## src/design/mqrb_pkg.sv

```systemverilog
package mqrb_pkg;

    // field widths fixed by the item format
    localparam int OP_W   = 2;
    localparam int QID_W  = 4;
    localparam int RS_W   = 5;
    localparam int DATA_W = 32;
    localparam int ST_W   = 3;
    localparam int OCC_W  = 4;

    // ring lengths never exceed what the size field can carry
    localparam int RS_MAX = (1 << RS_W) - 1;
    // pointer and length arithmetic width, one bit over the size field
    localparam int ARITH_W = RS_W + 1;

    localparam int NUM_QUEUES_DEF = 16;
    localparam int MAX_RING_DEF   = 16;

    typedef enum logic [OP_W-1:0] {
        OP_CREATE = 2'd0,
        OP_WRITE  = 2'd1,
        OP_READ   = 2'd2,
        OP_PEEK   = 2'd3
    } op_t;

    typedef enum logic [ST_W-1:0] {
        ST_OK       = 3'd0,
        ST_FULL     = 3'd1,
        ST_EMPTY    = 3'd2,
        ST_BAD_ID   = 3'd3,
        ST_BAD_SIZE = 3'd4
    } status_t;

    typedef enum logic [1:0] {
        CS_IDLE,
        CS_EXEC,
        CS_LOAD
    } ctrl_state_t;

    // commands from the controller to the datapath
    typedef struct packed {
        logic capture;
        logic execute;
        logic load;
    } ctrl_cmd_t;

endpackage

```

## src/design/mqrb_ctrl.sv

```systemverilog
module mqrb_ctrl (
    input  logic                 clk,
    input  logic                 rst_n,
    input  logic                 in_valid,
    output logic                 in_ready,
    output logic                 out_valid,
    input  logic                 out_ready,
    output mqrb_pkg::ctrl_cmd_t  cmd
);
    import mqrb_pkg::*;

    ctrl_state_t state_reg;
    ctrl_state_t state_next;
    logic        out_valid_reg;
    logic        out_valid_next;

    // state and result valid flag
    always_ff @(posedge clk or negedge rst_n)
    begin
        if (!rst_n)
        begin
            state_reg     <= CS_IDLE;
            out_valid_reg <= 1'b0;
        end
        else
        begin
            state_reg     <= state_next;
            out_valid_reg <= out_valid_next;
        end
    end

    // sequencing: capture, execute, load into output register
    always_comb
    begin
        state_next     = state_reg;
        cmd            = '0;
        in_ready       = 1'b0;
        out_valid_next = out_valid_reg && !out_ready;
        case (state_reg)
            CS_IDLE:
            begin
                in_ready = 1'b1;
                if (in_valid)
                begin
                    cmd.capture = 1'b1;
                    state_next  = CS_EXEC;
                end
            end
            CS_EXEC:
            begin
                cmd.execute = 1'b1;
                state_next  = CS_LOAD;
            end
            CS_LOAD:
            begin
                // output register free or being emptied this cycle
                if (!out_valid_reg || out_ready)
                begin
                    cmd.load       = 1'b1;
                    out_valid_next = 1'b1;
                    state_next     = CS_IDLE;
                end
            end
            default:
            begin
                state_next = CS_IDLE;
            end
        endcase
    end

    assign out_valid = out_valid_reg;

endmodule

```

## config.mk

```make
export PLATFORM = sky130hd
export DESIGN_NAME = mqrb_ctrl
export DESIGN_NICKNAME = d
export VERILOG_FILES = /design/src/design/mqrb_pkg.sv /design/src/design/mqrb_ctrl.sv
export SDC_FILE = /design/constraint.sdc
export NUM_CORES = 1
export LEC_CHECK = 0
export BUFFER_PORTS_ARGS = -buffer_cell sky130_fd_sc_hd__buf_4
export CORE_AREA = 2 2 39 41
export DETAILED_ROUTE_END_ITERATION = 10
export DIE_AREA = 0 0 41 43
export GPL_ROUTABILITY_DRIVEN = 0
export PLACE_DENSITY_LB_ADDON = 0.15
export SLEW_MARGIN = 20
export SYNTH_ARGS = -nofsm -noshare
export SYNTH_HDL_FRONTEND = slang
export SYNTH_SLANG_ARGS = --single-unit
```

## constraint.sdc

```tcl
create_clock -name clk -period 0.9 [get_ports clk]
set_input_delay 0.045 -clock clk [delete_from_list [all_inputs] [get_ports clk]]
set_output_delay 0.045 -clock clk [all_outputs]
set_load 0.005 [all_outputs]
```

Word-level counts from Yosys, hierarchy flattened
Index checks and enable logic that the tools add are counted.

storage, ports and cells
  logic and storage cells = 23
  input bits = 4
  output and inout port bits = 5
  register bits after elaboration = 3

cells by class
  reduce and logical (&&, ||, !) cells = 6
  multiplexer cells = 11
  eq/ne operators = 4

operators with widths
  kind                                                 number
  two-way mux 1 bit                                    8
  one-hot mux 2 bit (3 select lines)                   1
  two-way mux 2 bit                                    2
  != test 2 bit, second input constant                 2
  equality test 2 x 1 -> 1 bit, second input constant  1
  equality test 2 bit, second input constant           1
  logical NOT 1 bit                                    2
  logical NOT 2 bit                                    1
  AND reduction 2 bit                                  1
  logical AND 1 bit                                    1
  logical OR 1 bit                                     1

Longest topological paths before layout
Gate-level depths: netlist of run 1.

  word-level depth = 4
  depth in mapped cells = 2
  depth with buffers taken out = 2

Worst setup path before layout of run 1
No wires, ideal clock.

  path type = reg-to-reg
  start point = reg state_reg[0]
  end point = reg state_reg[1]
  path buffers = 0
  setup slack = 114 ps
  data arrival time = 662 ps
  cell stages (with the launch flop) = 3
  period minus slack after synthesis = 786 ps
  required time = 776 ps
  setup time = 124 ps
  path through = dfrtp_1 -> nor2b_2 -> o21bai_1

between the ends
  word-level cells in the longest chain between the ends = 3
  elaborated cells on any way between the ends = 7
  those cells by class = eq/ne (4); mux (1); reduce/logical (2)

RTL lines
  element                                                   line             source
  start, declared                                           mqrb_ctrl.sv:12  ctrl_state_t state_reg;
  start signal, assigned                                    mqrb_ctrl.sv:27  state_reg <= state_next;
  equality test 2 bit or logical NOT 2 bit (tied branches)  mqrb_ctrl.sv:39  case (state_reg)
  != test 2 bit (no line)                                   n/a
  AND reduction 2 bit (no line)                             n/a

Parallel ways exist; a longest one is shown, timed or not.
A chain may end at the register's enable or synchronous reset.

==> out/results.tsv, run 1 <==
metric	value	unit
status	finished with violations	
failing checks	setup timing	
Initial Utilization	9.58	%
Core Rows	14	
switching part of the total	28.8	%
VDD IR-drop max	1.11	mV
chip width	41	um
clk_lat worst skew	230	ps
CTS tree	yes	
cell taking the most area after synthesis	dfrtp_1	
Worst Hold Depth	2	
Max Cap Viol	0	
min Tclk post-route	1090	ps
final wirelength	377	um
synth unique cells	8	
initial antenna violation count	0	
reg2reg path depth	3	
post-route cell area	295	um2
Residual DRC	0	
DP Area	213	um2
Post-DP HPWL	241	um
Hold Path Sink	state_reg[0]	
final core occ	21.3	%
Yosys Warn Count	0	
# setup viols final	4	
Seq/Total Area, Yosys	56.6	%
crit path max fanout	3	
total global routing track utilization	5.53	%
slack of the critical path	-191	ps
Slew Limit Fails	0	
fin nets	32	
via count	138	
post-synth top area share	56.6	%
Hold Path Class	in -> reg	
RSZ-0062 raised after global routing	yes	
CP Launch Point	state_reg[1]	
area delta synth->final	123	%
layout cells sized above 1	70.4	%
Clock Tree Root	clkbuf_4	
# clock sinks	3	
Routed WL per cell	8.77	um
Post-Synthesis Cells	12	
worst-case clock skew	1.76	ps
hold path start	in_valid	
most frequent cells in the layout	buf_4 (8), clkbuf_4 (3), dfrtp_1 (2), buf_6 (2)	
Max clock buf depth	2	
CP Data Arrival Time	1050	ps
worst path required time	850	ps
largest net degree at the start of global routing	4	
commonest non-fill, non-tap cell in the layout	buf_4	
crit path kind	reg -> out	
Detailed Route Iter0 Violations	0	
reg2reg setup slack	10	ps
#FFs+latches synth	3	
Logic pwr share	42.5	%
first-pass GRT wire length	531	um
Clock Power Share	29.2	%
P_leak	0.143	nW
via/cell ratio	3.21	
clk slew on worst S/H paths	40	ps
PortBufs	8	
vias in the first global route	137	
R2R Path Start	state_reg[1]	
internal power	582	uW
Reg power frac	28.3	%
Startpoint Class	register	
Final ANT Viol Nets	0	
Die ar.	1760	um2
ant diodes	0	
Psw	236	uW
setup_tns	-675	ps
total grt overflow	0	
H-tree depth	1	
Synth area leaders	dfrtp_1 (57%), and2_1 (9.4%), nand2b_1 (9.4%), nor2b_2 (6.6%), o21bai_1 (5.7%)	
Worst Tran Pin Value	155	ps
Post-Syn Nets	16	
PwrDens	2770	nW/um2
fmax	916	MHz
number of flip-flops in the largest register	2	
Setup crit end kind	output pin	
post-synthesis average cell area	11.1	um2
Core ar.	1380	um2
Hold Violations, Final	0	
Num CTS Buffers	3	
Slew headroom	89.7	%
Die H	43	um
fin crit share	121	%
# IOs	9	
First-pass DRT Iterations	1	
worst flop-to-flop path endpoint	state_reg[1]	
Cell Area, Synth	133	um2
[synth_stat cells, drive strengths merged]
master / instances
and2: 2
dfrtp: 3
nand2: 1
nand2b: 2
nor2: 1
nor2b: 2
o21bai: 1
[power by group through the flow]
stage / Sequential, mW / Clock, mW / Combinational [mW]
2_1_floorplan: 0.210 / 0 / 0.0944
3_3_place_gp: 0.211 / 0 / 0.227
3_5_place_dp: 0.213 / 0 / 0.227
4_1_cts: 0.231 / 0.255 / 0.265
5_1_grt: 0.236 / 0.260 / 0.392
6_report: 0.232 / 0.239 / 0.347
[cells by family (layout without fill, tap and decap cells)]
group                  Yosys count  count (layout)  synth area share (%)
AND/OR/NAND/NOR                  8               8                  37.7
flip-flops                       3               3                  56.6
AO/OA/AOI/OAI                    1               1                  5.66
buffers and inverters            0              15                     0
[how the worst max path moves through the flow]
stage | end | cells past startpoint | slack [ps]
3_3_place_gp | cmd[0] | 3 | 70
6_report | cmd[1] | 3 | -190
4_1_cts | cmd[0] | 3 | -190
3_5_place_dp | cmd[0] | 3 | 50
5_1_grt | cmd[2] | 3 | -240
2_1_floorplan | state_reg[1] | 2 | 110
[routing by layer]
layer	vias up	GRT usage [%]	routed length, um
met5	-	0	0
met4	0	4.00	0
met3	0	7.85	41
met2	9	4.69	139
met1	61	6.13	196
li1	68	-	-
[area by class of cell]
class / count / area [um2]
Sequential cell: 3 / 76.3
Timing Repair Buffer: 11 / 92.6
Fill cell: 154 / 1090
Clock buffer: 4 / 26.3
Multi-Input combinational cell: 9 / 80.1
Tap cell: 16 / 20.0
[critical path, stage by stage, from the launching register on]
cell	delay (ps)
dfrtp_2	440
buf_4	160
nor2b_4	100
buf_4	110
[through the flow]
step	cells	hold slack, ps	worst slack (ps)	power, mW
detailed placement	36	-163	49.7	0.440
global placement	36	-163	67.0	0.439
floorplan	12	-251	114	0.305
finish	43	42.5	-191	0.818
CTS	41	35.4	-191	0.751
global route	43	42.0	-237	0.889
[timing repair]
| item | in CTS | in global routing |
|---|---|---|
| hold buffers | 1 | 0 |
| setup buffers | 0 | 2 |
| pin swaps | 0 | 2 |
| endpoints found under the hold margin | 3 | 0 |
| endpoints found under the setup margin | 4 | 4 |
| gates resized for setup | 4 | 4 |
Power figures use the tool's default switching activity.
==> run 2, diff against run 1 <==
- RECOVER_POWER: default -> 50
==> run 2 against run 1 <==
Effect of this change:
- the run still ends with setup timing left
- core utilization down 0.27 points
- die area unchanged
- wire length down 0.53%
- non-clock buffer count unchanged
- first-iteration DRC count unchanged
- count of clock-buffer cells in the layout unchanged
- fmax unchanged
- critical path type unchanged
- flip-flop and latch count unchanged
- worst setup slack unchanged
- critical path depth unchanged
==> out/results.tsv, run 2 (synthesis results as in run 1) <==
metric	value	unit	change
via count	137		-0.72%
crit path max fanout	3		unchanged
Num CTS Buffers	3		unchanged
final wirelength	375	um	-0.53%
Clock Power Share	29.3	%	about the same
Worst path most repeated cell	buf_4		
internal power	581	uW	-0.32%
layout cells sized above 1	66.7	%	-3.7 points
Routed WL per cell	8.72	um	-0.53%
Clock Tree Root	clkbuf_4		
clk slew on worst S/H paths	40	ps	about the same
CP Data Arrival Time	1050	ps	about the same
CTS tree	yes		
number of flip-flops in the largest register	2		unchanged
min Tclk post-route	1090	ps	unchanged
P_leak	0.140	nW	-2.5%
Hold Path Class	in -> reg		
Slew headroom	89.6	%	about the same
Psw	235	uW	-0.22%
largest net degree at the start of global routing	4		unchanged
Reg power frac	28.4	%	about the same
post-route cell area	292	um2	-1.3%
CP endpoint	cmd[1]		
# IOs	9		unchanged
worst flop-to-flop path endpoint	state_reg[1]		
First-pass DRT Iterations	1		unchanged
slack of the critical path	-191	ps	unchanged
worst path required time	850	ps	about the same
post-route insts no fill	43		unchanged
area delta synth->final	120	%	
total global routing track utilization	5.53	%	unchanged
worst-path cell chain	buf_4 -> nor2b_4 -> buf_4		
final core occ	21.1	%	-0.27 points
Final ANT Viol Nets	0		unchanged
Startpoint Class	register		
# setup viols final	4		unchanged
fin nets	32		unchanged
failing checks	setup timing		
reg2reg setup slack	10	ps	about the same
Fill cells	155		+0.65%
first-pass GRT wire length	531	um	unchanged
reg2reg path depth	3		unchanged
VDD IR-drop max	1.11	mV	-0.27%
clk_lat worst skew	230	ps	about the same
slowest CP cell	dfrtp_2		
Hold Violations, Final	0		unchanged
pre-CTS setup slack	49.7	ps	unchanged
Core ar.	1380	um2	unchanged
# clock sinks	3		unchanged
fin crit share	121	%	unchanged
Detailed Route Iter0 Violations	0		unchanged
worst-case clock skew	1.71	ps	-0.0458 ps
via/cell ratio	3.19		-0.72%
chip width	41	um	unchanged
placed cells	36		unchanged
Slew Limit Fails	0		unchanged
R2R Path Start	state_reg[1]		
Die H	43	um	unchanged
switching part of the total	28.8	%	about the same
DP Area	213	um2	unchanged
Initial Utilization	9.58	%	unchanged
Worst Tran Pin Value	156	ps	+0.975 ps
Residual DRC	0		unchanged
H-tree depth	1		unchanged
final hold slack	42.5	ps	unchanged
Setup crit end kind	output pin		
Core Rows	14		unchanged
RSZ-0062 raised after global routing	yes		
commonest non-fill, non-tap cell in the layout	buf_4		
crit path kind	reg -> out		
status	finished with violations		
Max stage delay on crit path	440	ps	about the same
initial antenna violation count	0		unchanged
Logic pwr share	42.3	%	-0.2 points
total grt overflow	0		unchanged
Design Power	816	uW	-0.29%
Post-DP HPWL	241	um	unchanged
Max clock buf depth	2		unchanged
most frequent cells in the layout	buf_4 (7), clkbuf_4 (3), clkbuf_1 (2), dfrtp_1 (2), buf_6 (2)		
ant diodes	0		unchanged
Max Cap Viol	0		unchanged
vias in the first global route	137		unchanged
Die ar.	1760	um2	unchanged
setup_tns	-675	ps	unchanged
PortBufs	8		unchanged
PwrDens	2800	nW/um2	+0.99%
CP Launch Point	state_reg[1]		
fmax	916	MHz	unchanged
## run 2: cell type report
class,count,area [um2],area share [%]
Timing Repair Buffer,11,88.8,30.5
Multi-Input combinational cell,9,80.1,27.5
Sequential cell,3,76.3,26.2
Clock buffer,4,26.3,9.01
Tap cell,16,20.0,6.87
## run 2: timing repair
item,CTS,global route
resized for setup,4,4
hold buffers,1,0
endpoints found under the setup margin,4,4
pin swaps,0,2
hold endpoints to repair,3,0
setup buffers,0,2
## run 2: worst min path at each step
stage                     slack (ps)     start      endpoint  cells past startpoint
after floorplan                 -250     rst_n     out_valid                      0
after detailed placement        -160     rst_n     out_valid                      1
after global placement          -160     rst_n     out_valid                      1
final                             40  in_valid  state_reg[0]                      2
after CTS                         40  in_valid  state_reg[0]                      2
after global routing              40  in_valid  state_reg[0]                      2
## run 2: power groups by stage
stage / clock [mW] / sequential [mW] / combinational (mW)
CTS: 0.255 / 0.231 / 0.265
global route: 0.260 / 0.236 / 0.390
detailed placement: 0 / 0.213 / 0.227
floorplan: 0 / 0.210 / 0.0944
finish: 0.239 / 0.231 / 0.345
global placement: 0 / 0.211 / 0.227
## run 2: layer usage
layer / wire length, um / vias to the layer above / global-route usage [%]
li1: - / 67 / -
met1: 193 / 61 / 6.13
met2: 140 / 9 / 4.69
met3: 41 / 0 / 7.85
met4: 0 / 0 / 4.00
met5: 0 / - / 0
## run 2: critical path: cells and delay by family (launching register included)
kind	cells	cell delay [ps]
buf+inv	2	270
flops	1	440
simple gates	1	100
==> run 3, diff against run 2 <==
- BUFFER_PORTS_ARGS: -buffer_cell sky130_fd_sc_hd__buf_4 -> -buffer_cell sky130_fd_sc_hd__clkbuf_2
- CORE_AREA: 2 2 39 41 -> 10 10 47 49
- DIE_AREA: 0 0 41 43 -> 0 0 57 59
==> run 3 against run 2 <==
Effect of this change:
- the run still ends with setup timing left
- clock skew hardly changed
- worst hold slack got worse by 16 ps
- critical path depth unchanged
- wire length increased by 12%
- combinational power is 34% lower
- sequential power about the same
- fmax is 2.5% higher
- worst setup slack better by 27 ps
- final area decreased by 15%
- largest cell class is now flip-flops and latches
==> out/results.tsv, run 3 (synthesis results as in run 1) <==
metric	value	unit	change
chip width	57	um	+39%
PwrDens	2830	nW/um2	+1.2%
post-route insts no fill	42		-2.3%
Max Cap Viol	0		unchanged
placed cells	36		unchanged
Worst Hold Depth	2		unchanged
slack of the critical path	-164	ps	+26.9 ps
final hold slack	26.4	ps	-16.1 ps
RSZ-0062 raised after global routing	yes		
CP Launch Point	state_reg[1]		
Die H	59	um	+37%
Routed WL per cell	10.0	um	+15%
ant diodes	0		unchanged
hold path start	in_valid		
failing checks	setup timing		
Detailed Route Iter0 Violations	0		unchanged
P_leak	0.121	nW	-13%
crit path max fanout	3		unchanged
initial antenna violation count	0		unchanged
Initial Utilization	9.46	%	-0.12 points
Num CTS Buffers	3		unchanged
Psw	223	uW	-5.2%
pre-CTS setup slack	56.8	ps	+7.11 ps
Startpoint Class	register		
First-pass DRT Iterations	1		unchanged
via/cell ratio	3.21		+0.89%
Reg power frac	32.6	%	+4.2 points
clk slew on worst S/H paths	40	ps	about the same
PortBufs	8		unchanged
Slew Limit Fails	0		unchanged
clk_lat worst skew	240	ps	about the same
Core Rows	14		unchanged
CTS tree	yes		
commonest non-fill, non-tap cell in the layout	clkbuf_2		
crit path kind	reg -> out		
worst-path cell chain	nor2_4 -> and2_1 -> clkbuf_2		
# clock sinks	3		unchanged
CP Data Arrival Time	1020	ps	-30 ps
first-pass GRT wire length	662	um	+25%
reg2reg path depth	3		unchanged
Hold Path Class	in -> reg		
Hold Violations, Final	0		unchanged
via count	135		-1.5%
# setup viols final	4		unchanged
final wirelength	420	um	+12%
Final ANT Viol Nets	0		unchanged
switching part of the total	31.6	%	+2.8 points
worst-case clock skew	2.15	ps	+0.433 ps
layout cells sized above 1	57.7	%	-9.0 points
fmax	940	MHz	+2.5%
worst flop-to-flop path endpoint	state_reg[1]		
Hold Path Sink	state_reg[0]		
Die ar.	3360	um2	+91%
Setup crit end kind	output pin		
Residual DRC	0		unchanged
Clock Tree Root	clkbuf_4		
Worst Tran Pin Value	185	ps	+29.5 ps
largest net degree at the start of global routing	4		unchanged
area delta synth->final	87.7	%	
fin nets	31		-3.1%
vias in the first global route	143		+4.4%
Slew headroom	87.7	%	-2.0 points
status	finished with violations		
reg2reg setup slack	10	ps	about the same
total global routing track utilization	3.03	%	-2.5 points
VDD IR-drop max	0.533	mV	-52%
Logic pwr share	32.4	%	-9.9 points
WP buf/inv	1		-1
Clock Power Share	35.0	%	+5.7 points
min Tclk post-route	1060	ps	-26.9 ps
Max stage delay on crit path	440	ps	about the same
Core ar.	1400	um2	+1.3%
Max clock buf depth	2		unchanged
R2R Path Start	state_reg[0]		
most frequent cells in the layout	clkbuf_2 (6), clkbuf_4 (3), and2_1 (2), clkbuf_1 (2), dfrtp_1 (2)		
# IOs	9		unchanged
worst path required time	850	ps	about the same
number of flip-flops in the largest register	2		unchanged
H-tree depth	1		unchanged
fin crit share	118	%	-3.0 points
internal power	482	uW	-17%
slowest CP cell	dfrtp_2		
Top delay family on crit path	flip-flops		
total grt overflow	0		unchanged
run 3: cell types whose count changed in the layout (fill, tap and decap cells not counted):
cell,before,now
clkbuf_2,0,6
and2_1,1,2
nor2b_1,0,1
buf_4,7,1
nor2b_4,1,0
and2_4,1,0
buf_6,2,0
buf_2,0,1
run 3: cell type report:
cell class	count	area, um2
Fill cell	172	1150
Tap cell	16	20.0
Timing Repair Buffer	10	56.3
Clock buffer	4	26.3
Multi-Input combinational cell	9	70.1
Sequential cell	3	76.3
run 3: per-layer routing:
layer  up-vias  track usage, %  wire length [um]
met5         -               0                 0
met4         0            3.02                 8
met3         2            4.51                69
met2        10            2.48               148
met1        59            2.86               193
li1         64               -                 -
run 3: per-stage QoR:
step	setup TNS (ps)	area, um2	utilization (%)	power, mW
after global placement	0	193	13.8	0.404
after CTS	-503	229	16.3	0.666
after detailed placement	0	193	13.8	0.406
final	-452	249	17.8	0.705
after global routing	-710	249	17.8	0.767
after floorplan	0	133	-	0.305
run 3: worst max path at each step:
stage | end | slack [ps] | cells past startpoint
finish | cmd[2] | -160 | 3
global route | cmd[0] | -230 | 3
CTS | cmd[0] | -200 | 3
detailed placement | cmd[0] | 60 | 3
global placement | cmd[0] | 60 | 3
floorplan | state_reg[1] | 110 | 2
run 3: power by group through the flow:
stage          sequential, mW  combinational (mW)  clock (mW)
2_1_floorplan           0.210              0.0944           0
6_report                0.230               0.228       0.247
3_3_place_gp            0.210               0.194           0
4_1_cts                 0.211               0.200       0.255
3_5_place_dp            0.214               0.193           0
5_1_grt                 0.237               0.253       0.277
run 3: timing repair:
item                                    in CTS  in global routing
resized for setup                            0                  4
hold buffers                                 1                  0
endpoints found under the hold margin        3                  0
setup buffers                                0                  1
cloned                                       0                  0
endpoints found under the setup margin       4                  4
